File: src/tft_pkg.sv
// Shared types and constants for the throughput floor tracker.
// No dependencies; every other file of the block but the divider and the macro header imports this package.
`default_nettype none

package tft_pkg;

   // Field widths of requests, results and configuration registers.
   localparam int COUNT_W     = 48;
   localparam int ELAPSED_W   = 32;
   localparam int RATE_W      = 48;
   localparam int FLOOR_W     = 47;
   localparam int RATIO_W     = 16;
   localparam int INTERVAL_W  = 16;
   localparam int MIN_FLOOR_W = 32;
   localparam int MODE_W      = 2;

   // Configuration port geometry.
   localparam int CSR_DATA_W = 32;
   localparam int CSR_ADDR_W = 4;

   // Milliseconds to seconds scale and the width of the scaled byte delta.
   localparam int RATE_SCALE = 1000;
   localparam int SCALE_W    = 10;
   localparam int PROD_W     = COUNT_W + SCALE_W;

   // Saturation limits of a signed rate.
   localparam logic signed [RATE_W-1:0] RATE_MAX = {1'b0, {(RATE_W-1){1'b1}}};
   localparam logic signed [RATE_W-1:0] RATE_MIN = {1'b1, {(RATE_W-1){1'b0}}};

   // Reset values of the configuration registers.
   localparam logic [INTERVAL_W-1:0]  RST_MIN_INTERVAL = 16'd100;
   localparam logic [MIN_FLOOR_W-1:0] RST_MIN_FLOOR    = 32'd1048576;
   localparam logic [RATIO_W-1:0]     RST_FLOOR_RATIO  = 16'd55706;

   // Request kinds.
   typedef enum logic [MODE_W-1:0] {
      MODE_TICK   = 2'd0,
      MODE_START  = 2'd1,
      MODE_RESUME = 2'd2
   } mode_type;

   // Configuration register indexes (byte address divided by four).
   typedef enum logic [1:0] {
      REG_MIN_INTERVAL = 2'd0,
      REG_MIN_FLOOR    = 2'd1,
      REG_FLOOR_RATIO  = 2'd2
   } reg_index_type;

   // Sequencer states.
   typedef enum logic [3:0] {
      ST_IDLE,
      ST_RATE_GO,
      ST_RATE_WAIT,
      ST_PUSH,
      ST_WALK,
      ST_AVG_GO,
      ST_AVG_WAIT,
      ST_FLOOR_MUL,
      ST_FLOOR
   } state_type;

   // Commands from the sequencer to the history buffer.
   typedef struct packed {
      logic clear;
      logic push;
      logic walk_start;
   } hist_ctl_type;

endpackage

`default_nettype wire

File: src/tft_if.sv
// Request and result channel interfaces of the throughput floor tracker.
// Depends on tft_pkg for the field widths.
`default_nettype none

// Request channel: one tick, start or resume request per handshake.
interface tft_req_if import tft_pkg::*; ();
   logic                 valid;
   logic                 ready;
   logic [MODE_W-1:0]    mode;
   logic [ELAPSED_W-1:0] elapsed_ms;
   logic [COUNT_W-1:0]   byte_count;

   modport source (output valid, output mode, output elapsed_ms, output byte_count,
                   input ready);
   modport sink   (input valid, input mode, input elapsed_ms, input byte_count,
                   output ready);
endinterface

// Result channel: one result per accepted tick.
interface tft_rsp_if import tft_pkg::*; ();
   logic                     valid;
   logic                     ready;
   logic signed [RATE_W-1:0] sample_bps;
   logic signed [RATE_W-1:0] average_bps;
   logic signed [RATE_W-1:0] smoothed_bps;
   logic [FLOOR_W-1:0]       floor_bps;
   logic                     below_floor;

   modport source (output valid, output sample_bps, output average_bps,
                   output smoothed_bps, output floor_bps, output below_floor,
                   input ready);
   modport sink   (input valid, input sample_bps, input average_bps,
                   input smoothed_bps, input floor_bps, input below_floor,
                   output ready);
endinterface

`default_nettype wire

File: src/tft_div.sv
// Bit-serial restoring divider, one quotient bit per cycle.
// Shared by the rate and the weighted average divisions; no package needed.
`default_nettype none

module tft_div #(
   parameter int DVD_W = 58,
   parameter int DSR_W = 32
) (
   input  wire logic             clock,
   input  wire logic             reset,
   input  wire logic             start,
   input  wire logic [DVD_W-1:0] dividend,
   input  wire logic [DSR_W-1:0] divisor,
   output logic                  done,
   output logic [DVD_W-1:0]      quotient
);

   localparam int CNT_W = $clog2(DVD_W + 1);

   logic [CNT_W-1:0] cnt_ff, cnt_in;
   logic [DVD_W-1:0] quo_ff, quo_in;
   logic [DSR_W-1:0] rem_ff, rem_in;
   logic [DSR_W-1:0] dsr_ff, dsr_in;
   logic             done_ff, done_in;
   logic [DSR_W:0]   rem_shift;
   logic [DSR_W:0]   rem_diff;
   logic             fits;

   // One trial subtraction per cycle; the dividend shifts out as the quotient shifts in.
   always_comb begin
      rem_shift = {rem_ff, quo_ff[DVD_W-1]};
      rem_diff  = rem_shift - {1'b0, dsr_ff};
      fits      = rem_shift >= {1'b0, dsr_ff};
      cnt_in    = cnt_ff;
      quo_in    = quo_ff;
      rem_in    = rem_ff;
      dsr_in    = dsr_ff;
      done_in   = 1'b0;
      if (start) begin
         cnt_in = CNT_W'(DVD_W);
         quo_in = dividend;
         rem_in = '0;
         dsr_in = divisor;
      end else if (cnt_ff != '0) begin
         cnt_in  = cnt_ff - 1'b1;
         quo_in  = {quo_ff[DVD_W-2:0], fits};
         rem_in  = fits ? rem_diff[DSR_W-1:0] : rem_shift[DSR_W-1:0];
         done_in = (cnt_ff == CNT_W'(1));
      end
   end

   // Control state.
   always_ff @(posedge clock) begin
      if (reset) begin
         cnt_ff  <= '0;
         done_ff <= 1'b0;
      end else begin
         cnt_ff  <= cnt_in;
         done_ff <= done_in;
      end
   end

   // Operands and partial results.
   always_ff @(posedge clock) begin
      quo_ff <= quo_in;
      rem_ff <= rem_in;
      dsr_ff <= dsr_in;
   end

   assign done     = done_ff;
   assign quotient = quo_ff;

endmodule

`default_nettype wire

File: src/tft_hist.sv
// Sample history ring buffer and the serial walk that forms the weighted sum.
// Depends on tft_pkg for the rate width and the command struct.
`default_nettype none

module tft_hist import tft_pkg::*; #(
   parameter int RECORDS = 8,
   parameter int LEN_W   = 4,
   parameter int WSUM_W  = 56
) (
   input  wire logic                     clock,
   input  wire logic                     reset,
   input  wire hist_ctl_type             ctl,
   input  wire logic signed [RATE_W-1:0] push_data,
   output logic [LEN_W-1:0]              len,
   output logic                          walk_done,
   output logic signed [WSUM_W-1:0]      wsum
);

   localparam int PTR_W = (RECORDS > 1) ? $clog2(RECORDS) : 1;
   localparam int PRE_W = RATE_W + LEN_W;

   logic signed [RATE_W-1:0] mem [RECORDS];

   logic [PTR_W-1:0]         wp_ff, wp_in, wp_next;
   logic [PTR_W-1:0]         rd_ff, rd_in, rd_dec;
   logic [LEN_W-1:0]         len_ff, len_in;
   logic [LEN_W-1:0]         idx_ff, idx_in;
   logic                     issue_ff, issue_in;
   logic                     walking_ff, walking_in;
   logic signed [RATE_W-1:0] rdata_ff;
   logic signed [PRE_W-1:0]  pre_ff, pre_in, pre_sum;
   logic signed [WSUM_W-1:0] wsum_ff, wsum_in;

   // Ring pointers step with wrap at the buffer depth.
   assign wp_next = (wp_ff == PTR_W'(RECORDS - 1)) ? '0 : wp_ff + 1'b1;
   assign rd_dec  = (rd_ff == '0) ? PTR_W'(RECORDS - 1) : rd_ff - 1'b1;
   assign pre_sum = pre_ff + PRE_W'(rdata_ff);

   // The walk runs newest to oldest. Adding the running prefix sum once per entry
   // gives the newest sample weight n and the oldest weight one.
   assign walk_done = walking_ff && (idx_ff == len_ff) && !issue_ff;

   always_comb begin
      wp_in      = wp_ff;
      len_in     = len_ff;
      rd_in      = rd_ff;
      idx_in     = idx_ff;
      issue_in   = 1'b0;
      walking_in = walking_ff;
      pre_in     = pre_ff;
      wsum_in    = wsum_ff;
      if (ctl.clear) begin
         len_in = '0;
      end
      if (ctl.push) begin
         wp_in = wp_next;
         if (len_ff != LEN_W'(RECORDS)) begin
            len_in = len_ff + 1'b1;
         end
      end
      if (ctl.walk_start) begin
         walking_in = 1'b1;
         idx_in     = '0;
         rd_in      = ctl.push ? wp_next : wp_ff;
         pre_in     = '0;
         wsum_in    = '0;
      end else if (walking_ff) begin
         if (issue_ff) begin
            pre_in  = pre_sum;
            wsum_in = wsum_ff + WSUM_W'(pre_sum);
         end
         if (idx_ff != len_ff) begin
            issue_in = 1'b1;
            idx_in   = idx_ff + 1'b1;
            rd_in    = rd_dec;
         end
         if (walk_done) begin
            walking_in = 1'b0;
         end
      end
   end

   // Control state.
   always_ff @(posedge clock) begin
      if (reset) begin
         wp_ff      <= '0;
         len_ff     <= '0;
         idx_ff     <= '0;
         issue_ff   <= 1'b0;
         walking_ff <= 1'b0;
      end else begin
         wp_ff      <= wp_in;
         len_ff     <= len_in;
         idx_ff     <= idx_in;
         issue_ff   <= issue_in;
         walking_ff <= walking_in;
      end
   end

   // Datapath registers.
   always_ff @(posedge clock) begin
      rd_ff   <= rd_in;
      pre_ff  <= pre_in;
      wsum_ff <= wsum_in;
   end

   // History memory: one write port, one registered read port.
   always_ff @(posedge clock) begin
      if (ctl.push) begin
         mem[wp_next] <= push_data;
      end
      rdata_ff <= mem[rd_ff];
   end

   assign len  = len_ff;
   assign wsum = wsum_ff;

endmodule

`default_nettype wire

File: src/throughput_floor_tracker.sv
// Top level of the throughput floor tracker: sequencer, datapath and register port.
// Depends on tft_pkg, tft_req_if, tft_rsp_if, tft_div and tft_hist.
`default_nettype none

// A tick request turns the byte counter delta into a rate in bytes per second, pushes
// it into a history of RECORDS samples and returns the rate, the linearly weighted
// average (newest sample weighted highest), the running average and a speed floor
// that ratchets up to ratio/65536 times the average. Start clears the history and resets
// the floor to the minimum floor, resume reloads the counter, and short ticks are
// dropped; these leave the sequencer idle and give no result. An accepted tick
// occupies the block until its result is loaded into the output register, and no
// request is taken meanwhile; that load waits while the previous result still waits
// in the output register. The dividend of the bit-serial divider is 58 bits wide for
// RECORDS up to 31, 60 up to 63 and 62 at 64. Both divisions go through the one
// shared divider at one bit a cycle, which takes most of a tick's time, and the
// weighted sum reads the history memory one entry a cycle. A finished result waits
// in an output register, so the next request is taken while it is still pending.
module throughput_floor_tracker import tft_pkg::*; #(
   parameter int RECORDS = 8
) (
   input  wire logic                  clock,
   input  wire logic                  reset,
   tft_req_if.sink                    req_ch,
   tft_rsp_if.source                  rsp_ch,
   input  wire logic                  csr_psel,
   input  wire logic                  csr_penable,
   input  wire logic                  csr_pwrite,
   input  wire logic [CSR_ADDR_W-1:0] csr_paddr,
   input  wire logic [CSR_DATA_W-1:0] csr_pwdata,
   output logic [CSR_DATA_W-1:0]      csr_prdata,
   output logic                       csr_pready
);

   localparam int LEN_W  = $clog2(RECORDS + 1);
   localparam int WSUM_W = RATE_W + 2 * LEN_W;
   localparam int WDIV_W = 2 * LEN_W;
   localparam int DVD_W  = (PROD_W > WSUM_W) ? PROD_W : WSUM_W;
   localparam int DSR_W  = ELAPSED_W;
   localparam int HI_W   = DVD_W - FLOOR_W;
   localparam int MUL_W  = FLOOR_W + RATIO_W;

   // Sequencer and configuration.
   state_type              state_ff, state_in;
   logic [INTERVAL_W-1:0]  min_interval_ff, min_interval_in;
   logic [MIN_FLOOR_W-1:0] min_floor_ff, min_floor_in;
   logic [RATIO_W-1:0]     ratio_ff, ratio_in;
   reg_index_type          csr_index;
   logic                   csr_write;

   // Tracker state and per-request working registers.
   logic [COUNT_W-1:0]       last_count_ff, last_count_in;
   logic                     neg_ff, neg_in;
   logic [COUNT_W-1:0]       mag_ff, mag_in;
   logic [ELAPSED_W-1:0]     elapsed_ff, elapsed_in;
   logic signed [RATE_W-1:0] sample_ff, sample_in;
   logic signed [RATE_W-1:0] avg_ff, avg_in;
   logic signed [RATE_W-1:0] smoothed_ff, smoothed_in;
   logic [FLOOR_W-1:0]       floor_ff, floor_in;
   logic [MUL_W-1:0]         prod_ff, prod_in;
   logic                     raise_ff, raise_in;

   // Output register.
   logic                     rsp_valid_ff, rsp_valid_in;
   logic signed [RATE_W-1:0] rsp_sample_ff, rsp_avg_ff, rsp_smoothed_ff;
   logic [FLOOR_W-1:0]       rsp_floor_ff;
   logic                     rsp_below_ff;

   // Sequencer outputs.
   logic         req_ready;
   logic         div_start;
   logic [DVD_W-1:0] div_dividend;
   logic [DSR_W-1:0] div_divisor;
   hist_ctl_type hist_ctl;
   logic         out_load;

   // Shared unit and history signals.
   logic                     div_done;
   logic [DVD_W-1:0]         div_quotient;
   logic [LEN_W-1:0]         hist_len;
   logic                     walk_done;
   logic signed [WSUM_W-1:0] wsum;

   // Combinational datapath values.
   logic                     tick_ok;
   logic signed [COUNT_W:0]  delta;
   logic [COUNT_W:0]         delta_abs;
   logic [PROD_W-1:0]        scaled;
   logic [WSUM_W-1:0]        wsum_mag;
   logic [WDIV_W-1:0]        wdiv_prod;
   logic [WDIV_W-1:0]        wdiv;
   logic [HI_W-1:0]          quo_hi;
   logic [RATE_W-1:0]        quo_low;
   logic                     pos_ovf, neg_ovf;
   logic signed [RATE_W-1:0] sample_new;
   logic signed [RATE_W-1:0] avg_new;
   logic signed [RATE_W:0]   smooth_sum, smooth_adj;
   logic [FLOOR_W-1:0]       cand;
   logic [FLOOR_W-1:0]       floor_next;
   logic                     below_next;

   // Shared bit-serial divider.
   tft_div #(
      .DVD_W (DVD_W),
      .DSR_W (DSR_W)
   ) u_div (
      .clock    (clock),
      .reset    (reset),
      .start    (div_start),
      .dividend (div_dividend),
      .divisor  (div_divisor),
      .done     (div_done),
      .quotient (div_quotient)
   );

   // Sample history and weighted-sum walk.
   tft_hist #(
      .RECORDS (RECORDS),
      .LEN_W   (LEN_W),
      .WSUM_W  (WSUM_W)
   ) u_hist (
      .clock     (clock),
      .reset     (reset),
      .ctl       (hist_ctl),
      .push_data (sample_ff),
      .len       (hist_len),
      .walk_done (walk_done),
      .wsum      (wsum)
   );

   // Request qualification and the signed counter delta.
   assign tick_ok   = (req_ch.mode == MODE_TICK) && (req_ch.elapsed_ms != '0) &&
                      (req_ch.elapsed_ms >= ELAPSED_W'(min_interval_ff));
   assign delta     = $signed({1'b0, req_ch.byte_count}) - $signed({1'b0, last_count_ff});
   assign delta_abs = delta[COUNT_W] ? (COUNT_W+1)'(0) - delta : delta;
   assign scaled    = PROD_W'(mag_ff) * PROD_W'(RATE_SCALE);

   // Weighted sum magnitude and the sum of weights n(n+1)/2.
   assign wsum_mag  = wsum[WSUM_W-1] ? WSUM_W'(0) - wsum : wsum;
   assign wdiv_prod = WDIV_W'(hist_len) * (WDIV_W'(hist_len) + WDIV_W'(1));
   assign wdiv      = wdiv_prod >> 1;

   // Signed rate from the magnitude quotient, saturated to the result width.
   assign quo_hi     = div_quotient[DVD_W-1:FLOOR_W];
   assign quo_low    = div_quotient[RATE_W-1:0];
   assign pos_ovf    = |quo_hi;
   assign neg_ovf    = (quo_hi > HI_W'(1)) ||
                       ((quo_hi == HI_W'(1)) && (|div_quotient[FLOOR_W-1:0]));
   assign sample_new = neg_ff ? (neg_ovf ? RATE_MIN : $signed(RATE_W'(0) - quo_low))
                              : (pos_ovf ? RATE_MAX : $signed(quo_low));

   // Average keeps the sign of the weighted sum; the running average halves toward zero.
   assign avg_new    = wsum[WSUM_W-1] ? $signed(RATE_W'(0) - quo_low) : $signed(quo_low);
   assign smooth_sum = {smoothed_ff[RATE_W-1], smoothed_ff} + {avg_new[RATE_W-1], avg_new};
   assign smooth_adj = smooth_sum + $signed({{RATE_W{1'b0}}, smooth_sum[RATE_W]});

   // Floor candidate and the ratchet.
   assign cand       = prod_ff[MUL_W-1:RATIO_W];
   assign floor_next = (raise_ff && (cand > floor_ff)) ? cand : floor_ff;
   assign below_next = smoothed_ff[RATE_W-1] || (smoothed_ff[FLOOR_W-1:0] < floor_next);

   // Next-state logic of the sequencer.
   always_comb begin
      state_in = state_ff;
      case (state_ff)
         ST_IDLE: begin
            if (req_ch.valid && tick_ok) begin
               state_in = ST_RATE_GO;
            end
         end
         ST_RATE_GO: begin
            state_in = ST_RATE_WAIT;
         end
         ST_RATE_WAIT: begin
            if (div_done) begin
               state_in = ST_PUSH;
            end
         end
         ST_PUSH: begin
            state_in = ST_WALK;
         end
         ST_WALK: begin
            if (walk_done) begin
               state_in = ST_AVG_GO;
            end
         end
         ST_AVG_GO: begin
            state_in = ST_AVG_WAIT;
         end
         ST_AVG_WAIT: begin
            if (div_done) begin
               state_in = ST_FLOOR_MUL;
            end
         end
         ST_FLOOR_MUL: begin
            state_in = ST_FLOOR;
         end
         ST_FLOOR: begin
            if (!rsp_valid_ff || rsp_ch.ready) begin
               state_in = ST_IDLE;
            end
         end
         default: begin
            state_in = ST_IDLE;
         end
      endcase
   end

   // Output decode of the sequencer.
   always_comb begin
      req_ready    = 1'b0;
      div_start    = 1'b0;
      div_dividend = '0;
      div_divisor  = '0;
      hist_ctl     = '0;
      out_load     = 1'b0;
      case (state_ff)
         ST_IDLE: begin
            req_ready      = 1'b1;
            hist_ctl.clear = req_ch.valid && (req_ch.mode == MODE_START);
         end
         ST_RATE_GO: begin
            div_start    = 1'b1;
            div_dividend = DVD_W'(scaled);
            div_divisor  = elapsed_ff;
         end
         ST_PUSH: begin
            hist_ctl.push       = 1'b1;
            hist_ctl.walk_start = 1'b1;
         end
         ST_AVG_GO: begin
            div_start    = 1'b1;
            div_dividend = DVD_W'(wsum_mag);
            div_divisor  = DSR_W'(wdiv);
         end
         ST_FLOOR: begin
            out_load = !rsp_valid_ff || rsp_ch.ready;
         end
         default: begin
         end
      endcase
   end

   // Register port: writes land on the access phase, reads return the register.
   assign csr_index  = reg_index_type'(csr_paddr[CSR_ADDR_W-1:2]);
   assign csr_write  = csr_psel && csr_penable && csr_pwrite;
   assign csr_pready = 1'b1;

   always_comb begin
      min_interval_in = min_interval_ff;
      min_floor_in    = min_floor_ff;
      ratio_in        = ratio_ff;
      csr_prdata      = '0;
      case (csr_index)
         REG_MIN_INTERVAL: begin
            csr_prdata = CSR_DATA_W'(min_interval_ff);
            if (csr_write) begin
               min_interval_in = csr_pwdata[INTERVAL_W-1:0];
            end
         end
         REG_MIN_FLOOR: begin
            csr_prdata = CSR_DATA_W'(min_floor_ff);
            if (csr_write) begin
               min_floor_in = csr_pwdata[MIN_FLOOR_W-1:0];
            end
         end
         REG_FLOOR_RATIO: begin
            csr_prdata = CSR_DATA_W'(ratio_ff);
            if (csr_write) begin
               ratio_in = csr_pwdata[RATIO_W-1:0];
            end
         end
         default: begin
         end
      endcase
   end

   // Datapath next values.
   always_comb begin
      last_count_in = last_count_ff;
      neg_in        = neg_ff;
      mag_in        = mag_ff;
      elapsed_in    = elapsed_ff;
      sample_in     = sample_ff;
      avg_in        = avg_ff;
      smoothed_in   = smoothed_ff;
      floor_in      = floor_ff;
      prod_in       = prod_ff;
      raise_in      = raise_ff;

      // Requests are taken only while idle.
      if ((state_ff == ST_IDLE) && req_ch.valid) begin
         case (req_ch.mode)
            MODE_TICK: begin
               if (tick_ok) begin
                  last_count_in = req_ch.byte_count;
                  neg_in        = delta[COUNT_W];
                  mag_in        = delta_abs[COUNT_W-1:0];
                  elapsed_in    = req_ch.elapsed_ms;
               end
            end
            MODE_START: begin
               last_count_in = '0;
               floor_in      = FLOOR_W'(min_floor_ff);
            end
            MODE_RESUME: begin
               last_count_in = req_ch.byte_count;
            end
            default: begin
            end
         endcase
      end

      // Rate quotient arrives.
      if ((state_ff == ST_RATE_WAIT) && div_done) begin
         sample_in = sample_new;
      end

      // Average quotient arrives; the running average follows at once.
      if ((state_ff == ST_AVG_WAIT) && div_done) begin
         avg_in      = avg_new;
         smoothed_in = smooth_adj[RATE_W:1];
      end

      // Floor candidate product, registered before the compare.
      if (state_ff == ST_FLOOR_MUL) begin
         prod_in  = avg_ff[FLOOR_W-1:0] * ratio_ff;
         raise_in = !avg_ff[RATE_W-1] &&
                    (avg_ff[FLOOR_W-1:0] >= FLOOR_W'(min_floor_ff));
      end

      if (out_load) begin
         floor_in = floor_next;
      end
   end

   // Result register stays full until the consumer takes it.
   assign rsp_valid_in = out_load || (rsp_valid_ff && !rsp_ch.ready);

   // Control state, configuration and tracker state.
   always_ff @(posedge clock) begin
      if (reset) begin
         state_ff        <= ST_IDLE;
         min_interval_ff <= RST_MIN_INTERVAL;
         min_floor_ff    <= RST_MIN_FLOOR;
         ratio_ff        <= RST_FLOOR_RATIO;
         last_count_ff   <= '0;
         smoothed_ff     <= '0;
         floor_ff        <= FLOOR_W'(RST_MIN_FLOOR);
         rsp_valid_ff    <= 1'b0;
      end else begin
         state_ff        <= state_in;
         min_interval_ff <= min_interval_in;
         min_floor_ff    <= min_floor_in;
         ratio_ff        <= ratio_in;
         last_count_ff   <= last_count_in;
         smoothed_ff     <= smoothed_in;
         floor_ff        <= floor_in;
         rsp_valid_ff    <= rsp_valid_in;
      end
   end

   // Working and result payload registers.
   always_ff @(posedge clock) begin
      neg_ff     <= neg_in;
      mag_ff     <= mag_in;
      elapsed_ff <= elapsed_in;
      sample_ff  <= sample_in;
      avg_ff     <= avg_in;
      prod_ff    <= prod_in;
      raise_ff   <= raise_in;
      if (out_load) begin
         rsp_sample_ff   <= sample_ff;
         rsp_avg_ff      <= avg_ff;
         rsp_smoothed_ff <= smoothed_ff;
         rsp_floor_ff    <= floor_next;
         rsp_below_ff    <= below_next;
      end
   end

   // Channel outputs.
   assign req_ch.ready        = req_ready;
   assign rsp_ch.valid        = rsp_valid_ff;
   assign rsp_ch.sample_bps   = rsp_sample_ff;
   assign rsp_ch.average_bps  = rsp_avg_ff;
   assign rsp_ch.smoothed_bps = rsp_smoothed_ff;
   assign rsp_ch.floor_bps    = rsp_floor_ff;
   assign rsp_ch.below_floor  = rsp_below_ff;

endmodule

`default_nettype wire

File: src/flat_wrapper.sv
// flat-port wrapper written by rule: the top's interface ports become plain ports
module throughput_floor_tracker_flat import tft_pkg::*;
#(
   parameter int RECORDS = 8
)
  (clock, reset, csr_psel, csr_penable, csr_pwrite, csr_paddr, csr_pwdata, csr_prdata, csr_pready, req_ch_valid, req_ch_mode, req_ch_elapsed_ms, req_ch_byte_count, req_ch_ready, rsp_ch_valid, rsp_ch_sample_bps, rsp_ch_average_bps, rsp_ch_smoothed_bps, rsp_ch_floor_bps, rsp_ch_below_floor, rsp_ch_ready);
  tft_req_if req_ch_i ();
  tft_rsp_if rsp_ch_i ();
  input  wire logic clock;
  input  wire logic reset;
  input  wire logic csr_psel;
  input  wire logic csr_penable;
  input  wire logic csr_pwrite;
  input  wire logic [CSR_ADDR_W-1:0] csr_paddr;
  input  wire logic [CSR_DATA_W-1:0] csr_pwdata;
  output logic [CSR_DATA_W-1:0] csr_prdata;
  output logic csr_pready;
  input wire logic [$bits(req_ch_i.valid)-1:0] req_ch_valid;
  input wire logic [$bits(req_ch_i.mode)-1:0] req_ch_mode;
  input wire logic [$bits(req_ch_i.elapsed_ms)-1:0] req_ch_elapsed_ms;
  input wire logic [$bits(req_ch_i.byte_count)-1:0] req_ch_byte_count;
  output wire logic [$bits(req_ch_i.ready)-1:0] req_ch_ready;
  output wire logic [$bits(rsp_ch_i.valid)-1:0] rsp_ch_valid;
  output wire logic [$bits(rsp_ch_i.sample_bps)-1:0] rsp_ch_sample_bps;
  output wire logic [$bits(rsp_ch_i.average_bps)-1:0] rsp_ch_average_bps;
  output wire logic [$bits(rsp_ch_i.smoothed_bps)-1:0] rsp_ch_smoothed_bps;
  output wire logic [$bits(rsp_ch_i.floor_bps)-1:0] rsp_ch_floor_bps;
  output wire logic [$bits(rsp_ch_i.below_floor)-1:0] rsp_ch_below_floor;
  input wire logic [$bits(rsp_ch_i.ready)-1:0] rsp_ch_ready;
  assign req_ch_i.valid = req_ch_valid;
  assign req_ch_i.mode = req_ch_mode;
  assign req_ch_i.elapsed_ms = req_ch_elapsed_ms;
  assign req_ch_i.byte_count = req_ch_byte_count;
  assign req_ch_ready = req_ch_i.ready;
  assign rsp_ch_valid = rsp_ch_i.valid;
  assign rsp_ch_sample_bps = rsp_ch_i.sample_bps;
  assign rsp_ch_average_bps = rsp_ch_i.average_bps;
  assign rsp_ch_smoothed_bps = rsp_ch_i.smoothed_bps;
  assign rsp_ch_floor_bps = rsp_ch_i.floor_bps;
  assign rsp_ch_below_floor = rsp_ch_i.below_floor;
  assign rsp_ch_i.ready = rsp_ch_ready;
  throughput_floor_tracker #(.RECORDS(RECORDS)) u_core (.clock(clock), .reset(reset), .req_ch(req_ch_i), .rsp_ch(rsp_ch_i), .csr_psel(csr_psel), .csr_penable(csr_penable), .csr_pwrite(csr_pwrite), .csr_paddr(csr_paddr), .csr_pwdata(csr_pwdata), .csr_prdata(csr_prdata), .csr_pready(csr_pready));
endmodule
File: config.mk
export PLATFORM = sky130hd
export DESIGN_NAME = throughput_floor_tracker_flat
export DESIGN_NICKNAME = d
export VERILOG_FILES = /design/src/tft_pkg.sv /design/src/tft_if.sv /design/src/tft_div.sv /design/src/tft_hist.sv /design/src/throughput_floor_tracker.sv /design/src/flat_wrapper.sv
export SDC_FILE = /design/constraint.sdc
export NUM_CORES = 2
export LEC_CHECK = 0
export BUFFER_PORTS_ARGS = -buffer_cell sky130_fd_sc_hd__buf_4
export CAP_MARGIN = 5
export CORE_ASPECT_RATIO = 0.75
export CORE_MARGIN = 10
export CORE_UTILIZATION = 60
export CTS_BUF_LIST = sky130_fd_sc_hd__clkbuf_4
export CTS_CLUSTER_DIAMETER = 120
export DETAILED_ROUTE_END_ITERATION = 10
export GPL_TIMING_DRIVEN = 0
export HOLD_SLACK_MARGIN = 0.02
export PLACE_DENSITY = 0.77
export RECOVER_POWER = 100
export SETUP_SLACK_MARGIN = 0.2
export SYNTH_ARGS = -nofsm -noshare
export SYNTH_HDL_FRONTEND = slang
export SYNTH_SLANG_ARGS = --single-unit
export TNS_END_PERCENT = 10
File: constraint.sdc
create_clock -name clock -period 10.45 [get_ports clock]
set_input_delay 1.5675 -clock clock [delete_from_list [all_inputs] [get_ports clock]]
set_output_delay 1.5675 -clock clock [all_outputs]
set_load 0.005 [all_outputs]
# --- Yosys cells after proc, flatten, opt, wreduce, memory -nomap -nowiden ---
# Memories as Yosys holds them, arrays and structs flattened. A register that Yosys moved wholly into a read port is not among the register bits.
# Index checks and enable logic that the tools add are counted.
# Widths: inputs -> output; s select.
totals:
  output_inout_bits: 227
  latchBits: 0
  n_memories: 1
  romBits: 0
  word_cells: 183
  reg_bits: 898
  in_bits: 125
  mem_bits_rw: 384
mem_list:
  columns: ["memory", "depth", "word_bits", "rd", "rd_ports_with_merged_regs", "write_ports", "line_no", "source"]
  rows:
  - ["u_core.u_hist.mem", 8, 48, 1, 1, 1, "tft_hist.sv:22", "logic signed [RATE_W-1:0] mem [RECORDS];"]
classes:
  n_mux: 46
  shifts: 0
  eq_ne: 24
  n_reduce_logical: 52
  n_mul: 3
  n_addsub: 15
  bitwise: 2
  n_div: 0
  n_lt_le_gt_ge: 6
ops:
  columns: ["operator", "n"]
  rows:
  - ["$mux 48", 6]
  - ["$mux 47", 4]
  - ["$pmux 48 s3", 1]
  - ["$mux 58", 2]
  - ["$pmux 58 s2", 1]
  - ["$pmux 32 s3", 1]
  - ["$sub 1x48->48 const A", 2]
  - ["$pmux 32 s2", 1]
  - ["$mul 47x16->63", 1]
  - ["$add 56x52->56", 1]
  - ["$mux 56", 1]
  - ["$sub 1x56->56 const A", 1]
  - ["$mul 48x7->55 const B", 1]
  - ["$add 52x48->52", 1]
  - ["$add 48x48->49", 1]
  - ["$add 49x2->49", 1]
  - ["$sub 48x48->49", 1]
  - ["$ge 47x32->1", 1]
  - ["$gt 47x47->1", 1]
  - ["$lt 47x47->1", 1]
  - ["$reduce_or 47->1", 1]
  - ["$pmux 4 s9", 1]
  - ["$ge 33x32->1", 1]
  - ["$ge 32x16->1", 1]
  - ["45 further kinds", 114]

# --- Depth between registers and ports, before layout ---
logic_depth:
  depth_word: 6
  depth_mapped: 31
  depth_no_buf: 29

# --- Modules after synthesis ---
# Synthesis repeated with hierarchy kept, for this count alone.
hier_totals:
  cells_unflattened: 10138
  hier_area_um2: 101571.2
by_module_without_submodules:
  columns: ["mod", "seq_area_each_um2", "instances", "area_per_inst_um2", "cells_each"]
  rows:
  - ["throughput_floor_tracker", 16766.1, 1, 68254.2, 7445]
  - ["tft_hist", 15004.4, 1, 26230.2, 2058]
  - ["tft_div", 3483.3, 1, 7086.8, 635]

# --- Worst setup path before layout ---
# Ideal clock, no wire load.
synth_path:
  path_type: "register to register"
  startpoint: "reg u_core.u_div.quo_ff[2], in the netlist u_core.u_div.quotient[2]"
  endpoint: "reg u_core.smoothed_ff[47]"
  setup_ps: 79
  period_less_slack_ps: 8175
  t_arrival_ps: 8096
  required_time_ps: 10371
  path_stages_with_launch: 31
  path_buffers: 3
  path_slack_ps: 2275
  cell_sequence: "edfxtp_1 or3_4 or4_4 or3_4 or3_4 or3_1 buf_2 or3_4 or3_4 or3_1 nand2_1 xnor2_1 ha_1 clkbuf_1 and3_1 or2_2 o32ai_1 a2111oi_0 o22ai_1 and3_1 ha_1 and2_1 nand4_1 nor4b_1 nand2_1 nor3_1 nand4_1 or3_1 clkbuf_1 or4_1 o211ai_1"
synth_via:
  elab_chain_cells: 4
synth_lines:
  columns: ["element", "line_no", "source"]
  rows:
  - ["start: declaration", "tft_div.sv:21", "logic [DVD_W-1:0] quo_ff, quo_in;"]
  - ["start signal: assignment", "tft_div.sv:65", "quo_ff <= quo_in;"]
  - ["$sub 1x48->48", "throughput_floor_tracker.sv:152", "assign avg_new = wsum[WSUM_W-1] ? $signed(RATE_W'(0) - quo_low) : $signed(quo_low);"]
  - ["$mux 48", "throughput_floor_tracker.sv:152", null]
  - ["net u_core.avg_new[41]", "throughput_floor_tracker.sv:95", "logic signed [RATE_W-1:0] avg_new;"]
  - ["$add 48x48->49", "throughput_floor_tracker.sv:153", "assign smooth_sum = {smoothed_ff[RATE_W-1], smoothed_ff} + {avg_new[RATE_W-1], avg_new};"]
  - ["$add 49x2->49", "throughput_floor_tracker.sv:154", "assign smooth_adj = smooth_sum + $signed({{RATE_W{1'b0}}, smooth_sum[RATE_W]});"]
  - ["end signal: assignment", "throughput_floor_tracker.sv:356", "smoothed_ff <= smoothed_in;"]
  - ["end: declaration", "throughput_floor_tracker.sv:57", "logic signed [RATE_W-1:0] smoothed_ff, smoothed_in;"]
# The timed path passes the listed nets, and every way through them passes these cells.
# A chain may end at the register's enable or synchronous reset.

# --- Worst setup path in the final report ---
layout_path:
  startpoint: "reg u_core.ratio_ff[9]"
  endpoint: "reg u_core.prod_ff[61] (data pin)"
layout_via:
  elab_chain_cells: 1
layout_lines:
  columns: ["element", "line_no", "source"]
  rows:
  - ["start: declaration", "throughput_floor_tracker.sv:46", "logic [RATIO_W-1:0] ratio_ff, ratio_in;"]
  - ["start signal: assignment", "throughput_floor_tracker.sv:354", "ratio_ff <= ratio_in;"]
  - ["$mul 47x16->63", "throughput_floor_tracker.sv:326", "prod_in = avg_ff[FLOOR_W-1:0] * ratio_ff;"]
  - ["end signal: assignment", "throughput_floor_tracker.sv:369", "prod_ff <= prod_in;"]
  - ["end: declaration", "throughput_floor_tracker.sv:59", "logic [MUL_W-1:0] prod_ff, prod_in;"]
# No other way between the ends.

==> reports/results.ini <==
[clock_tree]
cts_buffer_depth = 4
cts.sinks = 1314
clock-root-buffer = clkbuf_4
cts-buffers-inserted = 343
holdBufCountCts = 0
htree_levels = 5
clk_latency_ps = 1460
cts.reportedPaths.clkPinSlew_ps = 70
cts_tree = built

[cells_and_area]
layout-drive-gt1-share = 0.0934
fill_cells = 13131
nets = 12237
syn2layout_area_growth_pct = 10.1
mostFrequentLayoutCell = nand2_1
final_cell_mix = 1182 x nand2_1, 1082 x inv_1, 894 x edfxtp_1
finish.utilization = 0.666

[worst_setup_path]
cp_common_cell = fa_1
crit_required_ps = 11470
crit_chain = clkdlybuf4s15_1 -> clkbuf_2 -> nand2_1 -> fa_1 -> inv_1 -> fa_1 -> fa_1 -> fa_1 -> fa_1 -> inv_1 -> fa_1 -> inv_1 -> ha_1 -> a21o_1 -> a221oi_1 -> o31ai_1 -> a31oi_2 -> a31oi_1 -> a31oi_1 -> o211ai_1 -> a2111oi_1 -> clkdlybuf4s18_2 -> o31ai_1 -> xor2_1
start_kind = flop
r2r_start = u_core.ratio_ff[9]$_SDFFE_PP0P_
cp-startpoint = u_core.ratio_ff[9]$_SDFFE_PP0P_
arrival_ps = 11270
critPathMaxFanout = 10
crit_slowest_cell = clkdlybuf4s15_1
path_buf_inv = 6
path_class = reg -> reg
crit_path_end_kind = flop
cp_top_family = compound AO/OA/AOI/OAI gates
critPathMaxStageDelay_ps = 890

[synthesis]
synthCells = 9869
synthDistinctLibCells = 86
mappedNetlistArea_sq_um = 99900
synth_nets = 11465
postSynthAreaPerCell_sq_um = 10.1
synth_edf_count = 894
synthArstFlopShare = 0
ys.flop_type = edfxtp_1
synth-seq-cells = 1314
yosysSeqAreaShare = 0.353
ys_warn_count = 0

[timing]
tns_ps = 0
rsz0062_at_grt = yes
tightest_slew_ps = 4010
fin_crit_ps = 10250
fmax_mhz = 97.5
slew_headroom = -1.67
skew_ps = 188
maxSlewViolCount = 538
finalSetupViolations = 0
whs_ps = 405
finalHoldViolCount = 0
period_share = 0.981
setup_ws_ps = 196

[global_route]
grt_max_degree = 54
grt_use_total = 0.383
grt_pass1_vias = 81284
overflow = 0
grt_pass1_wl_mm = 529
antenna_found_initial = 41

[drt]
drt-total-wl_mm = 359
drtPass1Iterations = 7
first_iter_violations = 10311
route.detailed.drc = 0
antenna_left = 0
avgRoutedWirePerCell_um = 27.3
vias_per_cell = 6.30
vias = 82899

[pwr]
power_leakage_uw = 0.0455
power_uw = 25700
ir_drop_mv = 0.445
power_density_nw_per_um2 = 234

[floorplan]
die-height_um = 373
start_util = 0.605
die_area_sq_um = 183000
core_area_sq_um = 165000
row_count = 129
io_pins = 352
die_w_um = 491

[place]
pre_cts_slack_ps = -373
gp_congestion = 1.03
io_buffers = 347
hpwl_mm = 284

[min_path]
worstHoldStart = req_ch_elapsed_ms[20]
hold_class = in -> reg

[flow_run]
max_cap_viol_count = 21

[outcome]
violations = capacitance limit, slew limit
status = finished with violations

-- layer usage --
metal	wire length, um	vias up	GRT usage
li1	-	36082	-
met1	145000	40589	0.543
met2	143000	5303	0.527
met3	55200	893	0.159
met4	15500	32	0.137
met5	217	-	0
-- logic make-up after synthesis --
kind of cell               synth area share
muxes                                0.0360
buffers and inverters                0.0584
adders and majority gates             0.246
and+or+nand+nor                       0.137
xor gates and xnor gates             0.0397
other                             0.0000375
AOI/OAI and AO/OA                     0.130
DFF                                   0.353
-- final cells by class --
cell class / count / area [sq um] / share of cell area
antenna: 28 / 70.1 / 0.000637
clock inverter: 89 / 627 / 0.00570
timing repair buffer: 428 / 2620 / 0.0239
buffer: 468 / 1790 / 0.0163
tap: 2227 / 2790 / 0.0253
inverter: 1082 / 4060 / 0.0369
sequential: 1314 / 35300 / 0.321
multi-input combinational: 7004 / 58800 / 0.535
clock buffer: 518 / 3890 / 0.0354
-- stage by stage --
stage / std cells / area [sq um]
3_5_place_dp: 12513 / 106000
5_1_grt: 13146 / 110000
3_3_place_gp: 12443 / 105000
6_report: 13158 / 110000
4_1_cts: 13119 / 111000
2_1_floorplan: 9869 / 99900
-- state kept, by name (all words and copies together), names as in the netlist, 52 cells and up --
register,count
u_core.u_div.quotient,58
u_core.u_hist.wsum,56
u_core.u_hist.mem,384
u_core.u_hist.pre_ff,52
-- final timing paths --
kind,slack [ps],cells after the start,end
worst max-delay path,200,24,u_core.prod_ff[61]$_DFFE_PP_
worst min-delay path,400,1,u_core.elapsed_ff[20]$_DFFE_PP_
worst max register to register,200,24,u_core.prod_ff[61]$_DFFE_PP_
worst min register to register,450,0,u_core.rsp_ch.average_bps[36]$_DFFE_PP_
-- Yosys cell counts, types with 30 or more instances --
cell	instances	area [sq um]
xnor2_1	300	2630
mux2i_1	85	851
clkbuf_1	429	1610
edfxtp_1	894	26800
a21o_1	267	2000
nand3_1	151	756
nand2b_1	57	357
a22oi_1	39	293
nand4_1	93	582
nor2_1	378	1420
or2_2	31	194
o21a_1	55	413
a211oi_1	150	1130
mux2_2	52	586
ha_1	651	8150
o211ai_1	38	285
or3_1	72	450
nor2b_1	54	338
nand3b_1	30	225
nand4b_1	58	508
o311ai_0	32	280
dfxtp_1	420	8410
nor3_1	156	781
buf_1	37	139
a31oi_1	55	344
and2_1	339	2120
inv_1	1081	4060
o31ai_1	48	360
o21bai_1	54	405
xor2_1	150	1310
a21oi_1	613	3070
fa_1	820	16400
nor4_1	63	394
nand2_1	1182	4440
and3_1	52	325
mux4_2	96	2160
o21ai_0	441	2210
-- power by group --
part / internal (uW) / total (uW) / switching [uW]
Combinational: 5250 / 14100 / 8850
Sequential: 6240 / 6800 / 563
Clock: 2510 / 4820 / 2310
-- repair_timing --
item | CTS | global route
cloned | 0 | 0
setup buffers | 0 | 2
endpoints found under the hold margin | 0 | 0
gates resized for setup | 10 | 22
pin swaps | 0 | 1
endpoints found under the setup margin | 14 | 17
No activity file was read; power rests on OpenSTA's default activity.
